**config.mk**
```make
export PLATFORM = sky130hd
export DESIGN_NAME = priority_table_max_extract
export DESIGN_NICKNAME = d
export VERILOG_FILES = /design/src/hdl/ptme_pkg.sv /design/src/hdl/ptme_ctrl.sv /design/src/hdl/ptme_dp.sv /design/src/hdl/priority_table_max_extract.sv
export VERILOG_INCLUDE_DIRS = /design/src /design/src/hdl
export SDC_FILE = /design/constraint.sdc
export NUM_CORES = 2
export LEC_CHECK = 0
export BUFFER_PORTS_ARGS = -buffer_cell sky130_fd_sc_hd__buf_2
export CAP_MARGIN = 0
export CORE_MARGIN = 4
export CORE_UTILIZATION = 50
export DETAILED_ROUTE_END_ITERATION = 10
export PLACE_DENSITY = 0.65
export RECOVER_POWER = 50
export SETUP_SLACK_MARGIN = 0.05
export SYNTH_ARGS = -nofsm -noshare
export SYNTH_HDL_FRONTEND = slang
export SYNTH_SLANG_ARGS = --single-unit
```
**constraint.sdc**
```tcl
create_clock -name clk -period 11.15 [get_ports clk]
set_input_delay 0.5575 -clock clk [delete_from_list [all_inputs] [get_ports clk]]
set_output_delay 0.5575 -clock clk [all_outputs]
set_load 0.05 [all_outputs]
```
**src/hdl/priority_table_max_extract_assert.svh**
```systemverilog
// Assertion macros used by ptme_dp.
// Define NO_ASSERTIONS to compile them out.
`ifndef PRIORITY_TABLE_MAX_EXTRACT_ASSERT_SVH
`define PRIORITY_TABLE_MAX_EXTRACT_ASSERT_SVH

`ifndef NO_ASSERTIONS
// Same-cycle implication, checked on every rising clk edge out of reset.
`define PTME_ASSERT(lbl, ante, cons) \
    lbl: assert property (@(posedge clk) disable iff (!rst_n) (ante) |-> (cons)) \
        else $error("ptme assertion failed");
// Next-cycle implication.
`define PTME_ASSERT_NEXT(lbl, ante, cons) \
    lbl: assert property (@(posedge clk) disable iff (!rst_n) (ante) |=> (cons)) \
        else $error("ptme assertion failed");
`else
`define PTME_ASSERT(lbl, ante, cons)
`define PTME_ASSERT_NEXT(lbl, ante, cons)
`endif

`endif

```
**src/hdl/ptme_pkg.sv**
```systemverilog
package ptme_pkg;

    // Default sizing
    localparam int ENTRIES_DEF = 64;
    localparam int DATA_W_DEF  = 32;
    localparam int PRIO_W_DEF  = 16;

    // Fixed field widths on the stream ports
    localparam int FUNC_W      = 3;
    localparam int ID_W        = 6;
    localparam int IN_DATA_W   = 32;
    localparam int OUT_DATA_W  = 32;
    localparam int OUT_PRIO_W  = 16;
    localparam int STATUS_W    = 2;
    localparam int S_TDATA_W   = 48;
    localparam int M_TDATA_W   = 64;

    // Internal scratch widths for zero-extension before truncation
    localparam int WIDE_W      = 64;
    localparam int CMP_W       = 16;

    typedef enum logic [FUNC_W-1:0] {
        FN_ADD     = 3'd0,
        FN_PROMOTE = 3'd1,
        FN_PEEK    = 3'd2,
        FN_POP     = 3'd3,
        FN_CHECK   = 3'd4,
        FN_READ    = 3'd5
    } func_t;

    typedef enum logic [STATUS_W-1:0] {
        ST_OK    = 2'd0,
        ST_FULL  = 2'd1,
        ST_BADID = 2'd2,
        ST_EMPTY = 2'd3
    } status_t;

    typedef struct packed {
        logic load_req;    // capture the request fields
        logic rd_item;     // read both tables at the request id
        logic scan_start;  // clear the max search
        logic scan_step;   // advance the max search
        logic rd_best;     // read data of the winning entry
        logic exec;        // commit table updates, form the result
        logic out_load;    // move the result into the output register
    } ptme_cmd_t;

    typedef struct packed {
        func_t func;       // function of the held request
        logic  scan_done;  // all live candidates compared
        logic  out_free;   // output register can take a result
    } ptme_stat_t;

endpackage

```
**src/hdl/ptme_ctrl.sv**
```systemverilog
module ptme_ctrl (
    input  logic                 clk,
    input  logic                 rst_n,
    input  logic                 s_tvalid,
    output logic                 s_tready,
    input  ptme_pkg::ptme_stat_t stat,
    output ptme_pkg::ptme_cmd_t  cmd
);
    import ptme_pkg::*;

    typedef enum logic [2:0] {
        S_IDLE,
        S_DISPATCH,
        S_SCAN,
        S_EXEC,
        S_DONE
    } state_t;

    state_t state_reg, state_next;
    logic   ready_reg, ready_next;
    logic   accept;

    assign accept   = s_tvalid && ready_reg;
    assign s_tready = ready_reg;

    always_comb
    begin
        state_next = state_reg;
        ready_next = ready_reg;
        cmd        = '0;
        unique case (state_reg)
            S_IDLE:
            begin
                if (accept)
                begin
                    cmd.load_req = 1'b1;
                    ready_next   = 1'b0;
                    state_next   = S_DISPATCH;
                end
            end
            S_DISPATCH:
            begin
                unique case (stat.func)
                    FN_PEEK, FN_POP:
                    begin
                        cmd.scan_start = 1'b1;
                        state_next     = S_SCAN;
                    end
                    FN_PROMOTE, FN_CHECK, FN_READ:
                    begin
                        cmd.rd_item = 1'b1;
                        state_next  = S_EXEC;
                    end
                    default:
                    begin
                        state_next = S_EXEC;
                    end
                endcase
            end
            S_SCAN:
            begin
                cmd.scan_step = 1'b1;
                if (stat.scan_done)
                begin
                    cmd.rd_best = 1'b1;
                    state_next  = S_EXEC;
                end
            end
            S_EXEC:
            begin
                cmd.exec   = 1'b1;
                state_next = S_DONE;
            end
            S_DONE:
            begin
                if (stat.out_free)
                begin
                    cmd.out_load = 1'b1;
                    ready_next   = 1'b1;
                    state_next   = S_IDLE;
                end
            end
            default:
            begin
                state_next = S_IDLE;
            end
        endcase
    end

    always_ff @(posedge clk or negedge rst_n)
    begin
        if (!rst_n)
        begin
            state_reg <= S_IDLE;
            ready_reg <= 1'b1;
        end
        else
        begin
            state_reg <= state_next;
            ready_reg <= ready_next;
        end
    end

endmodule

```
**src/hdl/ptme_dp.sv**
```systemverilog
`include "priority_table_max_extract_assert.svh"

module ptme_dp #(
    parameter int ENTRIES = ptme_pkg::ENTRIES_DEF,
    parameter int DATA_W  = ptme_pkg::DATA_W_DEF,
    parameter int PRIO_W  = ptme_pkg::PRIO_W_DEF
) (
    input  logic                            clk,
    input  logic                            rst_n,
    input  ptme_pkg::ptme_cmd_t             cmd,
    output ptme_pkg::ptme_stat_t            stat,
    input  logic [ptme_pkg::FUNC_W-1:0]     item_func,
    input  logic [ptme_pkg::ID_W-1:0]       item_id,
    input  logic [ptme_pkg::IN_DATA_W-1:0]  item_data,
    output logic                            m_valid,
    input  logic                            m_ready,
    output logic [ptme_pkg::ID_W-1:0]       out_id,
    output logic [ptme_pkg::OUT_DATA_W-1:0] out_data,
    output logic [ptme_pkg::OUT_PRIO_W-1:0] out_priority,
    output logic                            out_live,
    output logic [ptme_pkg::STATUS_W-1:0]   status
);
    import ptme_pkg::*;

    localparam int IDX_W  = (ENTRIES > 1) ? $clog2(ENTRIES) : 1;
    localparam int CNT_W  = $clog2(ENTRIES + 1);
    localparam int META_W = PRIO_W + 1;   // {live, priority}

    // Tables: one write and one registered read port each
    logic [DATA_W-1:0] data_mem [ENTRIES];
    logic [META_W-1:0] meta_mem [ENTRIES];
    logic [DATA_W-1:0] data_q;
    logic [META_W-1:0] meta_q;

    // Held request
    func_t                func_reg;
    logic [ID_W-1:0]      id_reg;
    logic [IN_DATA_W-1:0] data_reg;

    // Allocation and search state
    logic [CNT_W-1:0]  next_id_reg;
    logic [CNT_W-1:0]  scan_idx_reg;
    logic              cmp_v_reg;
    logic [IDX_W-1:0]  cmp_idx_reg;
    logic              found_reg;
    logic [IDX_W-1:0]  best_idx_reg;
    logic [PRIO_W-1:0] best_prio_reg;

    // Result and output registers
    logic [ID_W-1:0]       res_id_reg,   res_id_next;
    logic [OUT_DATA_W-1:0] res_data_reg, res_data_next;
    logic [OUT_PRIO_W-1:0] res_prio_reg, res_prio_next;
    logic                  res_live_reg, res_live_next;
    status_t               res_st_reg,   res_st_next;
    logic                  m_valid_reg;
    logic [ID_W-1:0]       m_id_reg;
    logic [OUT_DATA_W-1:0] m_data_reg;
    logic [OUT_PRIO_W-1:0] m_prio_reg;
    logic                  m_live_reg;
    status_t               m_st_reg;

    logic [CMP_W-1:0]  id_wide;
    logic [CMP_W-1:0]  nid_wide;
    logic [CMP_W-1:0]  best_wide;
    logic [IDX_W-1:0]  id_idx;
    logic              id_known;
    logic              item_live;
    logic              table_full;
    logic              scan_more;
    logic              cand;
    logic [IDX_W-1:0]  meta_raddr;
    logic [IDX_W-1:0]  data_raddr;
    logic              meta_we;
    logic [IDX_W-1:0]  meta_waddr;
    logic [META_W-1:0] meta_wdata;
    logic              data_we;
    logic              nid_inc;
    logic [PRIO_W-1:0] prio_cur;
    logic [PRIO_W-1:0] prio_inc;
    logic [WIDE_W-1:0] prio_inc_wide;
    logic [WIDE_W-1:0] best_prio_wide;
    logic [WIDE_W-1:0] data_q_wide;
    logic [WIDE_W-1:0] wdata_wide;

    assign id_wide    = CMP_W'(id_reg);
    assign nid_wide   = CMP_W'(next_id_reg);
    assign best_wide  = CMP_W'(best_idx_reg);
    assign id_idx     = id_wide[IDX_W-1:0];
    assign id_known   = id_wide < nid_wide;
    assign item_live  = id_known && meta_q[PRIO_W];
    assign table_full = next_id_reg == CNT_W'(ENTRIES);
    assign scan_more  = scan_idx_reg < next_id_reg;

    // A live entry at or above the current best wins: ties go to the later id
    assign cand = cmp_v_reg && meta_q[PRIO_W]
                  && (!found_reg || meta_q[PRIO_W-1:0] >= best_prio_reg);

    assign meta_raddr = cmd.scan_step ? scan_idx_reg[IDX_W-1:0] : id_idx;
    assign data_raddr = cmd.rd_best ? best_idx_reg : id_idx;

    assign prio_cur       = meta_q[PRIO_W-1:0];
    assign prio_inc       = (prio_cur == {PRIO_W{1'b1}}) ? prio_cur : prio_cur + 1'b1;
    assign prio_inc_wide  = WIDE_W'(prio_inc);
    assign best_prio_wide = WIDE_W'(best_prio_reg);
    assign data_q_wide    = WIDE_W'(data_q);
    assign wdata_wide     = WIDE_W'(data_reg);

    assign stat.func      = func_reg;
    assign stat.scan_done = !scan_more && !cmp_v_reg;
    assign stat.out_free  = !m_valid_reg || m_ready;

    // Table updates and result of the held request
    always_comb
    begin
        meta_we       = 1'b0;
        meta_waddr    = id_idx;
        meta_wdata    = {1'b1, prio_inc};
        data_we       = 1'b0;
        nid_inc       = 1'b0;
        res_id_next   = '0;
        res_data_next = '0;
        res_prio_next = '0;
        res_live_next = 1'b0;
        res_st_next   = ST_OK;
        unique case (func_reg)
            FN_ADD:
            begin
                if (table_full)
                begin
                    res_st_next = ST_FULL;
                end
                else
                begin
                    meta_we     = cmd.exec;
                    data_we     = cmd.exec;
                    nid_inc     = cmd.exec;
                    meta_waddr  = next_id_reg[IDX_W-1:0];
                    meta_wdata  = {1'b1, {PRIO_W{1'b0}}};
                    res_id_next = nid_wide[ID_W-1:0];
                end
            end
            FN_PROMOTE:
            begin
                res_id_next = id_reg;
                if (!item_live)
                begin
                    res_st_next = ST_BADID;
                end
                else
                begin
                    meta_we       = cmd.exec;
                    res_prio_next = prio_inc_wide[OUT_PRIO_W-1:0];
                end
            end
            FN_PEEK, FN_POP:
            begin
                if (!found_reg)
                begin
                    res_st_next = ST_EMPTY;
                end
                else
                begin
                    res_id_next   = best_wide[ID_W-1:0];
                    res_data_next = data_q_wide[OUT_DATA_W-1:0];
                    res_prio_next = best_prio_wide[OUT_PRIO_W-1:0];
                    meta_we       = cmd.exec && (func_reg == FN_POP);
                    meta_waddr    = best_idx_reg;
                    meta_wdata    = {1'b0, best_prio_reg};
                end
            end
            FN_CHECK:
            begin
                res_id_next   = id_reg;
                res_live_next = item_live;
            end
            FN_READ:
            begin
                res_id_next = id_reg;
                if (!item_live)
                begin
                    res_st_next = ST_BADID;
                end
                else
                begin
                    res_data_next = data_q_wide[OUT_DATA_W-1:0];
                end
            end
            default:
            begin
                res_st_next = ST_OK;
            end
        endcase
    end

    always_ff @(posedge clk)
    begin
        if (meta_we)
        begin
            meta_mem[meta_waddr] <= meta_wdata;
        end
        if (cmd.rd_item || cmd.scan_step)
        begin
            meta_q <= meta_mem[meta_raddr];
        end
    end

    always_ff @(posedge clk)
    begin
        if (data_we)
        begin
            data_mem[next_id_reg[IDX_W-1:0]] <= wdata_wide[DATA_W-1:0];
        end
        if (cmd.rd_item || cmd.rd_best)
        begin
            data_q <= data_mem[data_raddr];
        end
    end

    always_ff @(posedge clk or negedge rst_n)
    begin
        if (!rst_n)
        begin
            next_id_reg <= '0;
            cmp_v_reg   <= 1'b0;
            found_reg   <= 1'b0;
            m_valid_reg <= 1'b0;
        end
        else
        begin
            if (nid_inc)
            begin
                next_id_reg <= next_id_reg + 1'b1;
            end
            cmp_v_reg <= cmd.scan_step && scan_more;
            if (cmd.scan_start)
            begin
                found_reg <= 1'b0;
            end
            else if (cand)
            begin
                found_reg <= 1'b1;
            end
            if (cmd.out_load)
            begin
                m_valid_reg <= 1'b1;
            end
            else if (m_ready)
            begin
                m_valid_reg <= 1'b0;
            end
        end
    end

    always_ff @(posedge clk)
    begin
        if (cmd.load_req)
        begin
            func_reg <= func_t'(item_func);
            id_reg   <= item_id;
            data_reg <= item_data;
        end
        if (cmd.scan_start)
        begin
            scan_idx_reg <= '0;
        end
        else if (cmd.scan_step && scan_more)
        begin
            scan_idx_reg <= scan_idx_reg + 1'b1;
        end
        cmp_idx_reg <= scan_idx_reg[IDX_W-1:0];
        if (cand)
        begin
            best_idx_reg  <= cmp_idx_reg;
            best_prio_reg <= meta_q[PRIO_W-1:0];
        end
        if (cmd.exec)
        begin
            res_id_reg   <= res_id_next;
            res_data_reg <= res_data_next;
            res_prio_reg <= res_prio_next;
            res_live_reg <= res_live_next;
            res_st_reg   <= res_st_next;
        end
        if (cmd.out_load)
        begin
            m_id_reg   <= res_id_reg;
            m_data_reg <= res_data_reg;
            m_prio_reg <= res_prio_reg;
            m_live_reg <= res_live_reg;
            m_st_reg   <= res_st_reg;
        end
    end

    assign m_valid      = m_valid_reg;
    assign out_id       = m_id_reg;
    assign out_data     = m_data_reg;
    assign out_priority = m_prio_reg;
    assign out_live     = m_live_reg;
    assign status       = m_st_reg;

    `PTME_ASSERT(a_next_id_range, 1'b1, next_id_reg <= CNT_W'(ENTRIES))
    `PTME_ASSERT_NEXT(a_cmp_drains, !cmd.scan_step, !cmp_v_reg)
    `PTME_ASSERT(a_no_overwrite, cmd.out_load, !m_valid_reg || m_ready)
    `PTME_ASSERT(a_best_allocated, found_reg, CNT_W'(best_idx_reg) < next_id_reg)

endmodule

```
**src/hdl/priority_table_max_extract.sv**
```systemverilog
// Priority table with max extract.
// Request stream (s_*): one transfer carries func, item_id and item_data.
//   func: add, promote, peek max, pop max, check valid, read data.
// Result stream (m_*): exactly one result transfer per request, in order.
// Add, promote, check and read go from dispatch straight to execute; peek
//   and pop first run the max search, which reads the priority table one
//   entry per cycle through its single read port over ids 0 to next_id - 1,
//   where next_id is the number of adds made so far (at most ENTRIES).
// One request is in flight at a time; s_tready is high only while idle, so
//   the next request is taken only once the last result has moved into the
//   output register.
// A finished result sits in an output register, so the next request is
//   taken while the receiver still stalls; that request then waits in the
//   done state until the output register frees up.
// Reset: all entries retired, id counter at zero, no result pending. The
//   data and priority tables need no clearing; ids past the counter are
//   never taken as live or scanned.
module priority_table_max_extract #(
    parameter int ENTRIES = ptme_pkg::ENTRIES_DEF,
    parameter int DATA_W  = ptme_pkg::DATA_W_DEF,
    parameter int PRIO_W  = ptme_pkg::PRIO_W_DEF
) (
    input  logic                           clk,
    input  logic                           rst_n,
    input  logic                           s_tvalid,
    output logic                           s_tready,
    // [2:0] func, [8:3] item_id, [40:9] item_data, [47:41] zero
    input  logic [ptme_pkg::S_TDATA_W-1:0] s_tdata,
    output logic                           m_tvalid,
    input  logic                           m_tready,
    // [5:0] out_id, [37:6] out_data, [53:38] out_priority, [54] out_live,
    // [56:55] status, [63:57] zero
    output logic [ptme_pkg::M_TDATA_W-1:0] m_tdata
);
    import ptme_pkg::*;

    localparam int PAD_W = M_TDATA_W - ID_W - OUT_DATA_W - OUT_PRIO_W - 1 - STATUS_W;

    ptme_cmd_t  cmd;
    ptme_stat_t stat;

    // Request fields, lowest bits first
    logic [FUNC_W-1:0]     item_func;
    logic [ID_W-1:0]       item_id;
    logic [IN_DATA_W-1:0]  item_data;

    // Result fields
    logic [ID_W-1:0]       out_id;
    logic [OUT_DATA_W-1:0] out_data;
    logic [OUT_PRIO_W-1:0] out_priority;
    logic                  out_live;
    logic [STATUS_W-1:0]   status;

    assign item_func = s_tdata[FUNC_W-1:0];
    assign item_id   = s_tdata[FUNC_W +: ID_W];
    assign item_data = s_tdata[FUNC_W + ID_W +: IN_DATA_W];

    assign m_tdata = {{PAD_W{1'b0}}, status, out_live, out_priority, out_data, out_id};

    // Sequencer: idle, dispatch, scan, execute, done
    ptme_ctrl u_ctrl (
        .clk      (clk),
        .rst_n    (rst_n),
        .s_tvalid (s_tvalid),
        .s_tready (s_tready),
        .stat     (stat),
        .cmd      (cmd)
    );

    // Tables, id counter, max search and result registers
    ptme_dp #(
        .ENTRIES (ENTRIES),
        .DATA_W  (DATA_W),
        .PRIO_W  (PRIO_W)
    ) u_dp (
        .clk          (clk),
        .rst_n        (rst_n),
        .cmd          (cmd),
        .stat         (stat),
        .item_func    (item_func),
        .item_id      (item_id),
        .item_data    (item_data),
        .m_valid      (m_tvalid),
        .m_ready      (m_tready),
        .out_id       (out_id),
        .out_data     (out_data),
        .out_priority (out_priority),
        .out_live     (out_live),
        .status       (status)
    );

endmodule
```
==> flow_summary.ini <==
[sta]
worstMarginPinSlew_ps = 4050
relSlewSlack = -1.70
rsz0062_at_grt = false
setup_viol = 0
fin_crit_sh = 0.731
skew_ps = 51.7
tns_ps = 0
drv_slew = 3493
timing.final.crit_period_ps = 8150
max_freq_ghz = 0.123
timing_hold_violations_final = 0

[detailed_routing]
vias_per_cell = 6.29
num_vias = 76000
antenna_left = 0
routedWlPerCell_um = 30.5
drc_errors = 0
drtIter0Drc = 9787
dr.pass1.iters = 6
routed_wl_um = 368000

[worst_setup_path]
r2r_start = u_dp.next_id_reg[5]
worstPathCellList = clkinv_1 -> ha_1 -> nand4_1 -> o311ai_0 -> nand2_1 -> nand3b_1 -> o31a_2 -> buf_12 -> o221ai_1 -> o221ai_1 -> o311ai_0 -> or3_1
cp-start-kind = flop
crit_type = flop to flop
cp_max_fo = 80
worst-r2r-cell-count = 12
slowest_stage = nand2_1
crit_path_end = u_dp.data_q[6]
max_stage_delay_ps = 1470
r2r_slack_ps = 3000
critPathLaunch = u_dp.next_id_reg[5]
cp.arrival_ps = 8760
reg2reg_to = u_dp.data_q[6]
crit_required_ps = 11760
crit_path_end_kind = flop

[finish]
nets = 8284
drive_above_1_share = 0.132
largest_register_ff_count = 2048
area_growth_pct = 12.8
final_area_um2 = 150000

[global_routing]
grt_overflow_total = 0
first_global_vias = 73900
grt_max_degree = 160
grt.total_usage = 0.265
grt_pass1_wl_um = 526000
antenna_found_initial = 36

[yosys]
synth_warnings = 0
syn-instance-count = 7930
syn_area_um2 = 133000
ys_types = 75
seq_area_frac_synth = 0.766
yosysTopAreaCellShare = 0.761
ys_seq_elements = 3389
syn_area_per_cell_um2 = 16.7
async_reset_ff_frac = 0.00413
synth-edff-count = 3362
synth.area.top_cells = edfxtp_1, mux4_2, nand2_1
dominantRegCellSynth = edfxtp_1
yosysTopAreaCell = edfxtp_1

[min_path]
min_path_type = primary input to flop

[status]
status = complete, but fails checks
violations = capacitance limit, slew limit

[place]
portBuffers = 103
placed_cell_area_um2 = 138000
gp_congestion = 0.847
dpl.hpwl_um = 198000

[pwr]
swShare = 0.328
p_seq_frac = 0.427
power.internal_mw = 25.1
p_comb_frac = 0.271
peakVddDrop_mv = 0.215
p_per_area_nw_per_um2 = 250
switchingPower_mw = 12.2
p_leak_nw = 48.7
clockPowerShare = 0.302

[die]
start_util = 0.504
rows = 188
core_area_um2 = 263000
die_w_um = 523
die_area_um2 = 274000
io-pin-count = 118
die_y_um = 523

[clock_tree]
cts_buffers = 345
insertion_delay_ps = 880
clk_pin_slew_ps = 60
clockRootBuffer = clkbuf_16
cts_tree = built
clock_path_buffers = 4
cts-htree-levels = 5
cts.sinks = 3389

[job]
maxCapViolations = 61
## cell usage in the layout (no fill, tap or decap), types with 26 or more instances in the layout
cell	n
a2111oi_0	33
clkinv_1	83
nor2_1	121
a211oi_1	258
dlygate4sd3_1	43
clkbuf_16	354
o22ai_1	175
edfxtp_1	3362
buf_4	211
mux2i_1	401
nand4_1	44
and3_1	144
o21ai_0	66
a21oi_1	193
nor3_1	27
buf_2	31
and2_0	26
diode_2	118
a311oi_1	131
clkbuf_1	203
inv_1	32
nand3_1	287
mux4_2	272
clkinv_2	50
and2_1	81
ha_1	31
nor2_4	54
nand2_1	1189
bufinv_16	31
o221ai_1	90
a31oi_1	81
## power by group through the flow
stage	clock (mW)	sequential, mW	combinational (mW)
2_1_floorplan	0	16.1	6.35
5_1_grt	12.0	15.9	10.8
3_5_place_dp	0	16.0	10.1
3_3_place_gp	0	16.0	9.94
4_1_cts	11.4	15.7	10.2
6_report	11.3	15.9	10.1
## synthesized netlist by cell type, types with 10 or more instances
library cell and number:
a2111oi_0 48, a211oi_1 258, a21o_1 13, a21oi_1 194, a311oi_1 131, a31oi_1 81
and2_1 108, and3_1 145, buf_1 64, buf_2 165, buf_4 35, buf_6 19
clkbuf_1 232, dfrtp_1 13, dfxtp_1 13, edfxtp_1 3362, ha_1 31, inv_1 34
mux2_2 12, mux2i_1 411, mux4_2 272, nand2_1 1192, nand3_1 288, nand4_1 44
nor2_1 178, nor3_1 27, nor4_1 25, o211ai_1 17, o21ai_0 73, o221a_2 10
o221ai_1 90, o22ai_1 175, or3_1 22, or4_1 15, xnor2_1 12, xor2_1 11
## metal layers
| metal | part of all wire | GRT usage |
|---|---|---|
| met3 | 0.090 | 0.0393 |
| met5 | 0.00017 | 0 |
| met1 | 0.37 | 0.353 |
| met2 | 0.49 | 0.431 |
| met4 | 0.050 | 0.128 |
## worst min-delay path by stage
stage | startpoint | to | slack, ps | cells past startpoint
3_5_place_dp | u_dp.cmp_idx_reg[1] | u_dp.best_idx_reg[1] | 390 | 0
2_1_floorplan | rst_n | u_ctrl.state_reg[0] | 260 | 0
3_3_place_gp | u_dp.cmp_idx_reg[4] | u_dp.best_idx_reg[4] | 390 | 0
5_1_grt | s_tvalid | u_ctrl.state_reg[0] | 190 | 4
4_1_cts | rst_n | u_dp.m_valid | 130 | 2
6_report | s_tvalid | u_ctrl.state_reg[0] | 230 | 4
## cell families (layout without fill, tap and decap cells)
| kind of cell | after synthesis | after routing | synth area share |
|---|---|---|---|
| AO/OA/AOI/OAI | 1164 | 1164 | 0.0624 |
| XOR/XNOR | 23 | 23 | 0.00152 |
| adder cells (fa/ha/maj) | 31 | 31 | 0.00292 |
| buffers and inverters | 550 | 1079 | 0.0192 |
| flip-flops | 3389 | 3389 | 0.766 |
| multiplexers | 699 | 699 | 0.0786 |
| other | 1 | 125 | 0.0000283 |
| AND/OR/NAND/NOR | 2073 | 2073 | 0.0694 |
## worst max-delay path, delay by kind of cell (launching register included)
family | cells | cell delay [ps]
buffers and inverters | 2 | 860
adder cells (fa/ha/maj) | 1 | 380
AO/OA/AOI/OAI | 5 | 3670
flip-flops | 1 | 490
AND/OR/NAND/NOR | 4 | 2440
## metrics by stage
stage | utilization | hold slack, ps | setup slack [ps] | power, mW | instances
5_1_grt | 0.568 | 191 | 2890 | 38.7 | 12100
4_1_cts | 0.569 | 129 | 4650 | 37.3 | 12000
2_1_floorplan | - | 262 | 5830 | 22.5 | 7936
6_report | 0.568 | 235 | 3000 | 37.3 | 12100
3_3_place_gp | 0.526 | 387 | 4790 | 25.9 | 11300
3_5_place_dp | 0.526 | 389 | 4680 | 26.1 | 11300
## what timing repair did
item	4_1_cts	5_1_grt
buffers inserted	0	0
setup endpoints to repair	0	0
hold endpoints to repair	56	0
hold buffers	43	0
resized for setup	0	0
## cell type report
type,count,area (um^2)
antenna,118,295
fill,19800,114000
tap,3515,4400
multi-input combinational,3997,29300
timing repair buffer,433,2970
clock inverter,183,1730
sequential,3389,102000
inverter,35,131
clock buffer,428,9180
Power figures use the tool's default switching activity.
